### src/stcc_pkg.sv
// ----------------------------------------------------------------------------
// stcc_pkg
// Shared types and codes for the split table compatibility check.
// ----------------------------------------------------------------------------
package stcc_pkg;

    localparam logic [1:0] OP_CLEAR  = 2'd0;
    localparam logic [1:0] OP_QUERY  = 2'd1;
    localparam logic [1:0] OP_INSERT = 2'd2;

    localparam logic [6:0] NUM_ELEMENTS_RESET = 7'd64;

    typedef struct packed {
        logic       valid;
        logic [1:0] op;
        logic       compat;
        logic       present;
    } t_ctl;

endpackage

### src/stcc_cell.sv
// ----------------------------------------------------------------------------
// stcc_cell
// One table slot: holds a stored split, checks the passing request against it
// and hands the request on to the next slot through its output registers.
// ----------------------------------------------------------------------------
module stcc_cell #(
    parameter int IDX          = 0,
    parameter int MAX_SPLITS   = 32,
    parameter int MAX_ELEMENTS = 64
) (
    input  logic                               i_clk,
    input  logic                               i_rst_n,
    input  stcc_pkg::t_ctl                     i_ctl,
    input  logic [MAX_ELEMENTS-1:0]            i_split,
    input  logic [MAX_ELEMENTS-1:0]            i_mask,
    input  logic [$clog2(MAX_SPLITS+1)-1:0]    i_count,
    output stcc_pkg::t_ctl                     o_ctl,
    output logic [MAX_ELEMENTS-1:0]            o_split
);

    localparam int CW = $clog2(MAX_SPLITS + 1);

    logic [MAX_ELEMENTS-1:0] r_store;
    logic [MAX_ELEMENTS-1:0] r_split;
    stcc_pkg::t_ctl          r_ctl;
    stcc_pkg::t_ctl          n_ctl;

    logic active;
    logic incompat;
    logic same;
    logic write_en;

    always_comb begin
        active   = (CW'(IDX) < i_count);
        incompat = (|(i_split & r_store & i_mask)) && (|(i_split & ~r_store & i_mask)) &&
                   (|(~i_split & r_store & i_mask)) && (|(~i_split & ~r_store & i_mask));
        same     = (((i_split ^ r_store) & i_mask) == '0) ||
                   (((i_split ^ ~r_store) & i_mask) == '0);
        write_en = i_ctl.valid && (i_ctl.op == stcc_pkg::OP_INSERT) && (i_count == CW'(IDX));
        n_ctl    = i_ctl;
        if (i_ctl.valid && (i_ctl.op != stcc_pkg::OP_CLEAR) && active) begin
            if (incompat) begin
                n_ctl.compat = 1'b0;
            end
            if (same) begin
                n_ctl.present = 1'b1;
            end
        end
    end

    always_ff @(posedge i_clk) begin
        if (!i_rst_n) begin
            r_ctl <= '0;
        end else begin
            r_ctl <= n_ctl;
        end
    end

    always_ff @(posedge i_clk) begin
        r_split <= i_split;
        if (write_en) begin
            r_store <= i_split;
        end
    end

    assign o_ctl   = r_ctl;
    assign o_split = r_split;

endmodule

### config.mk
export PLATFORM = sky130hd
export DESIGN_NAME = stcc_cell
export DESIGN_NICKNAME = d
export VERILOG_FILES = /design/src/stcc_pkg.sv /design/src/stcc_cell.sv
export SDC_FILE = /design/constraint.sdc
export NUM_CORES = 1
export LEC_CHECK = 0
export BUFFER_PORTS_ARGS = -buffer_cell sky130_fd_sc_hd__buf_2
export CORE_MARGIN = 5
export CORE_UTILIZATION = 45
export CTS_CLUSTER_SIZE = 20
export DETAILED_ROUTE_END_ITERATION = 8
export GPL_TIMING_DRIVEN = 0
export PLACE_DENSITY = 0.72
export RECOVER_POWER = 100
export SETUP_SLACK_MARGIN = 0.5
export SYNTH_ARGS = -nofsm -noshare
export SYNTH_HDL_FRONTEND = slang
export SYNTH_SLANG_ARGS = --single-unit
### constraint.sdc
create_clock -name i_clk -period 10.9 [get_ports i_clk]
set_input_delay 0.545 -clock i_clk [delete_from_list [all_inputs] [get_ports i_clk]]
set_output_delay 0.545 -clock i_clk [all_outputs]
set_load 0.005 [all_outputs]
==> results of run 1 <==
final timing paths:
| kind | cells past startpoint | slack (ns) | endpoint |
|---|---|---|---|
| worst max register to register | 8 | 8.27 | o_ctl[0]$_SDFF_PN0_ |
| worst max-delay path | 7 | 7.52 | r_store[21]$_DFFE_PP_ |
| worst min register to register | 6 | 1.27 | o_ctl[1]$_SDFF_PN0_ |
| worst min-delay path | 1 | 0.30 | o_split[1]$_DFF_P_ |
state kept, by name, indices dropped and copies added (netlist names):
name     count
r_store     64
o_split     64
o_ctl        5
worst reg2reg max path, stage by stage (launching register included):
cell      delay [ns]
edfxtp_1        0.43
inv_1           0.11
ha_1            0.24
a22o_1          0.22
a221oi_1        0.49
nand4_1         0.26
or4_1           0.52
a21oi_1         0.18
o21a_1          0.13
cells in the final DEF (no fill, tap or decap), drive strengths merged:
master / count
or4: 1
inv: 144
nand2: 2
a21oi: 1
nor3: 1
nand4: 21
and2: 3
o2111ai: 16
nor4: 9
nor2: 1
or3: 1
dfxtp: 69
bufinv: 4
clkinv: 9
buf: 108
o211ai: 1
a22o: 80
edfxtp: 64
clkinvlp: 1
clkbuf: 124
ha: 256
o311a: 1
or2b: 2
nand2b: 46
o21a: 1
a221oi: 80
through the flow:
step | cell area (µm²) | hold WS (ns)
6_report | 11100 | 0.3048
5_1_grt | 11100 | 0.3181
4_1_cts | 11270 | 0.2643
3_5_place_dp | 10660 | 0.7125
3_3_place_gp | 10590 | 0.7084
2_1_floorplan | 9210 | 0.5727
layer usage:
layer  routed length (µm)  share of wire, %
met5                   19             0.055
met4                 1439               4.2
met3                 2935               8.6
met2                15460                45
met1                14390                42
area by class of cell:
| class | count | share of cell area [%] |
|---|---|---|
| Multi-Input combinational cell | 523 | 48.34 |
| Clock buffer | 17 | 3.832 |
| Tap cell | 270 | 3.043 |
| Inverter | 144 | 4.869 |
| Clock inverter | 14 | 1.679 |
| Sequential cell | 133 | 29.75 |
| Timing Repair Buffer | 215 | 8.486 |
power by group through the flow:
stage	logic [W]	registers, W	clock network (W)
2_1_floorplan	0.0000732	0.000554	0
3_3_place_gp	0.000198	0.000550	0
3_5_place_dp	0.000199	0.000551	0
4_1_cts	0.000201	0.000540	0.000617
5_1_grt	0.000211	0.000542	0.000641
6_report	0.000198	0.000540	0.000610
logic make-up after synthesis:
logic type,Yosys count
adder cells (fa/ha/maj),256
AO/OA/AOI/OAI,180
buffers and inverters,144
flip-flops,133
AND/OR/NAND/NOR,87
==> results.py, run 1 <==
metrics = {
    "critical_path": {
        "crit_top_cell": "clkbuf_1",
        "end_kind": "flip-flop",
        "cpPeakStageDelay_ns": 0.63,
        "crit_start": "i_count[3]",
        "r2r-start": "r_store[5]$_DFFE_PP_",
        "path_buf_inv": 4,
        "crit_arrival_ns": 3.43,
        "cp_max_fo": 12,
        "crit_type": "in -> reg",
        "crit_chain": "buf_2 > nor4_1 > nand2_1 > nor3_1 > clkbuf_1 > clkbuf_1 > clkbuf_1",
        "cpMaxStageDelayCell": "clkbuf_1",
        "start_kind": "primary input",
        "worstPathRequired_ns": 10.96,
        "crit_family": "buffers and inverters",
    },
    "global_route": {
        "grt.met1_usage_pct": 37.88,
        "antenna_found_initial": 1,
        "grt_usage_pct": 28.74,
        "grt_first_pass_wirelength_um": 49220,
        "first_global_vias": 7521,
        "grt_overflow": 0,
        "met2_usage_pct": 44.80,
        "use_met3_pct": 7.407,
        "busiest_layer": "met2",
        "grt_max_degree": 17,
    },
    "power_and_ir_drop": {
        "p_sw_w": 0.0003587,
        "powerDensity_nw_per_um2": 121.5,
        "ir_worst_vdd_mv": 0.1088,
        "seq_power_share_pct": 40.1,
        "p_clk_share_pct": 45.2,
        "p_sw_share_pct": 26.60,
        "p_int_w": 0.0009899,
        "p_leak_nw": 5.406,
        "p_total_w": 0.001349,
        "p_comb_share_pct": 14.7,
    },
    "place": {
        "pre_cts_ws_ns": 8.113,
        "portBuffers": 209,
        "dpl.hpwl_um": 28840,
        "dp_cells": 1285,
        "place.gp.congestion": 0.9747,
    },
    "die": {
        "die_h_um": 153.1,
        "ios": 210,
        "initial_utilization_pct": 45.66,
        "dieArea_um2": 23430,
        "die_w_um": 153.1,
        "num_rows": 52,
        "coreArea_um2": 20170,
    },
    "final_layout": {
        "area_growth_pct": 20.54,
        "final_cells": 1316,
        "multi_input_area_um2": 5366,
        "post_route_cells_drive_above_1_share_pct": 14.15,
        "final_util_pct": 55.04,
        "antennaDiodeCount": 0,
        "nFillCells": 1835,
        "seq_area_um2": 3303,
        "final_nets": 1431,
    },
    "logic_synthesis": {
        "synthAdderAreaFrac_pct": 34.78,
        "synthCells": 800,
        "yosysWarningCount": 0,
        "yosys.area_share.xor_xnor_pct": 0,
        "synthTopCellsByArea": "ha_1 (35%), edfxtp_1 (21%), dfxtp_1 (15%)",
        "ys_types": 23,
        "synth_mux_area_share_pct": 0,
        "synthArstFlopShare_pct": 0,
        "syn_avg_cell_area_um2": 11.51,
        "ys_ff_latch": 133,
        "synth-edff-count": 64,
        "yosysMostFrequentCell": "ha_1",
        "synth-simple-area-share_pct": 5.855,
        "synth_compound_area_share_pct": 17.63,
        "synthesis.area_um2": 9210,
        "synth_flop_cell": "dfxtp_1",
        "yosys.area.top_type_share_pct": 34.78,
        "yosysSeqAreaShare_pct": 35.86,
        "yosys.area.top_type": "ha_1",
        "synth_top_family_by_area": "adder cells",
        "synth_common_cells": "ha_1 (256), inv_1 (144), a22o_1 (78)",
        "syn_nets": 1197,
    },
    "timing": {
        "tightestPinTransition_ns": 0.7433,
        "setup_viol": 0,
        "rsz0062_at_grt": "no",
        "period_share_pct": 30.96,
        "slew_viol_final": 0,
        "setup_slack_ns": 7.525,
        "slew_headroom_pct": 50.45,
        "clock_skew_ns": 0.005693,
        "final.min_clock_period_ns": 3.375,
        "fmax_mhz": 296.3,
        "hold_violations": 0,
        "tns_ns": 0,
    },
    "worst_hold_path": {
        "min-delay-start": "i_split[1]",
        "hp-class": "in -> reg",
    },
    "routing": {
        "final_antenna_net_count": 0,
        "drtPass1Iterations": 5,
        "wl_um": 34250,
        "drc": 0,
        "vias": 7405,
        "wl_per_cell_um": 26.02,
        "drt_iter0_drc": 742,
        "vias_per_cell": 5.627,
    },
    "cts": {
        "clkTransAtPathRegs_ns": 0.06,
        "ctsRootBufferMaster": "clkbuf_16",
        "clk_path_buf_depth": 2,
        "clock-sinks": 133,
        "cts_buffers": 17,
        "cts_resized": 0,
        "cts_hold_buf": 0,
        "cts_tree": "built",
        "clkLatencyLatePin_ns": 0.43,
        "htree_levels": 4,
        "cts_setup_buffers": 0,
    },
    "status": {
        "status": "completed",
    },
    "run": {
        "drv_cap": 0,
    },
}
No activity file was read; power rests on OpenSTA's default activity.
==> run 2: changes to the inputs <==
==> constraint.sdc (replaced) <==
create_clock -name i_clk -period 3.2 [get_ports i_clk]
set_input_delay 0.16 -clock i_clk [delete_from_list [all_inputs] [get_ports i_clk]]
set_output_delay 0.16 -clock i_clk [all_outputs]
set_load 0.005 [all_outputs]
==> results.py, run 2 (synthesized netlist as in run 1, its figures left out) <==
metrics = {
    "status": {
        "status": "completed",
    },
    "critical_path": {
        "cpPeakStageDelay_ns": 0.52,
        "r2r_end": "o_ctl[0]$_SDFF_PN0_",
        "reg2reg_depth": 8,
        "cpMaxStageDelayCell": "dlygate4sd3_1",
        "end_kind": "flip-flop",
        "start_kind": "primary input",
        "cp-endpoint": "o_ctl[1]$_SDFF_PN0_",
        "worstPathRequired_ns": 3.58,
        "r2r_slack_ns": 0.67,
        "crit_start": "i_split[63]",
        "r2r-start": "r_store[44]$_DFFE_PP_",
        "cp_max_fo": 5,
        "crit_arrival_ns": 3.15,
        "crit_type": "in -> reg",
        "crit_chain": "dlygate4sd3_1 > clkbuf_1 > inv_1 > ha_1 > a22o_1 > a221oi_1 > nand4_1 > nor4_1 > or3_1 > o311a_1",
    },
    "global_route": {
        "antenna_found_initial": 0,
        "grt_max_degree": 22,
        "grt_first_pass_wirelength_um": 52990,
        "grt_overflow": 0,
        "grt_usage_pct": 30.46,
        "first_global_vias": 8201,
    },
    "die": {
        "die_w_um": 153.1,
        "initial_utilization_pct": 45.66,
        "coreArea_um2": 20170,
        "num_rows": 52,
        "dieArea_um2": 23430,
        "ios": 210,
        "die_h_um": 153.1,
    },
    "cts": {
        "clkLatencyLatePin_ns": 0.44,
        "cts_buffers": 17,
        "cts_resized": 0,
        "clkTransAtPathRegs_ns": 0.06,
        "clock-sinks": 133,
        "cts_tree": "built",
        "cts_setup_buffers": 0,
        "cts_hold_buf": 73,
        "ctsRootBufferMaster": "clkbuf_16",
        "htree_levels": 4,
        "clk_path_buf_depth": 2,
    },
    "routing": {
        "drt_iter0_drc": 694,
        "wl_um": 36120,
        "final_antenna_net_count": 0,
        "drtPass1Iterations": 5,
        "drc": 0,
        "vias": 7911,
        "vias_per_cell": 5.704,
        "wl_per_cell_um": 26.04,
    },
    "final_layout": {
        "antennaDiodeCount": 0,
        "nFillCells": 1738,
        "final_cells": 1387,
        "layout_commonest_cell": "ha_1",
        "post_route_cells_drive_above_1_share_pct": 12.09,
        "final_nets": 1501,
        "final_cell_mix": "ha_1 (256), inv_1 (144), clkbuf_1 (118), buf_2 (91), a22o_1 (78)",
        "area_growth_pct": 28.28,
    },
    "timing": {
        "hold_violations": 0,
        "tightestPinTransition_ns": 1.314,
        "holdWs_ns": 0.3274,
        "fmax_mhz": 360.6,
        "clock_skew_ns": 0.005421,
        "rsz0062_at_grt": "no",
        "slew_viol_final": 0,
        "slew_headroom_pct": 11.92,
        "tns_ns": 0,
        "final.min_clock_period_ns": 2.773,
        "period_share_pct": 86.66,
        "setup_viol": 0,
    },
    "run": {
        "drv_cap": 0,
    },
    "place": {
        "dpl.hpwl_um": 29230,
        "dp_cells": 1282,
        "portBuffers": 209,
        "place.gp.congestion": 1.017,
    },
    "power_and_ir_drop": {
        "ir_worst_vdd_mv": 0.3380,
        "p_leak_nw": 5.671,
        "powerDensity_nw_per_um2": 390.5,
    },
    "worst_hold_path": {
        "hp-class": "in -> reg",
    },
}
-- run 2: cell count changes in the layout (fill, tap and decap cells not counted), sizes merged --
| cell | delta |
|---|---|
| clkinv | -2 |
| clkbuf | +15 |
| inv | +1 |
| dlygate4sd3 | +73 |
| bufinv | -2 |
| buf | -14 |
-- run 2: worst min-delay path by stage --
stage / from / endpoint / slack, ns / cells past startpoint
after global routing: i_count[4] / r_store[57]$_DFFE_PP_ / 0.36 / 4
after floorplan: i_split[0] / o_split[0]$_DFF_P_ / 0.19 / 0
after global placement: i_split[17] / o_split[17]$_DFF_P_ / 0.32 / 1
after CTS: i_count[4] / r_store[57]$_DFFE_PP_ / 0.28 / 4
final: i_count[4] / r_store[1]$_DFFE_PP_ / 0.33 / 4
after detailed placement: i_split[24] / o_split[24]$_DFF_P_ / 0.32 / 1
-- run 2: through the flow --
step / cell area, µm² / utilization (%) / total power (W) / setup WS (ns)
2_1_floorplan: 9221 / - / 0.002136 / 0.6478
3_3_place_gp: 10610 / 52.58 / 0.002557 / -0.4547
3_5_place_dp: 10680 / 52.93 / 0.002561 / 0.7147
4_1_cts: 12000 / 59.51 / 0.004638 / 0.6612
5_1_grt: 11820 / 58.58 / 0.004751 / 0.2992
6_report: 11820 / 58.58 / 0.004614 / 0.4268
-- run 2: layout make-up --
cell class | instances | area [µm²] | area share (%)
repair buffers | 285 | 1665 | 14.10
clock inverters | 11 | 126.4 | 1.070
flip-flops and latches | 133 | 3303 | 27.96
multi-input cells | 523 | 5371 | 45.46
inverters | 144 | 540.5 | 4.575
well taps | 270 | 337.8 | 2.859
clock buffers | 21 | 470.5 | 3.982
-- run 2: where the power goes --
part / switching (W) / leakage (nW) / internal (W)
Combinational: 0.000452 / 4.22 / 0.000305
Sequential: 0.0000126 / 1.16 / 0.00183
Clock: 0.000804 / 0.293 / 0.00121
Total: 0.00127 / 5.67 / 0.00335
-- run 2: routing by layer --
| metal | global-route usage, % | vias up | routed length [µm] |
|---|---|---|---|
| li1 | - | 3539 | - |
| met1 | 40.22 | 3853 | 15320 |
| met2 | 48.83 | 438 | 16510 |
| met3 | 5.909 | 81 | 2764 |
| met4 | 13.11 | 0 | 1518 |
| met5 | 0 | - | 0 |
-- run 2: critical path: cells and delay by family --
| family | cells | cell delay [ns] |
|---|---|---|
| AOI/OAI and AO/OA | 3 | 0.92 |
| adders and majority gates | 1 | 0.24 |
| buffers and inverters | 3 | 1.00 |
| and+or+nand+nor | 3 | 0.81 |
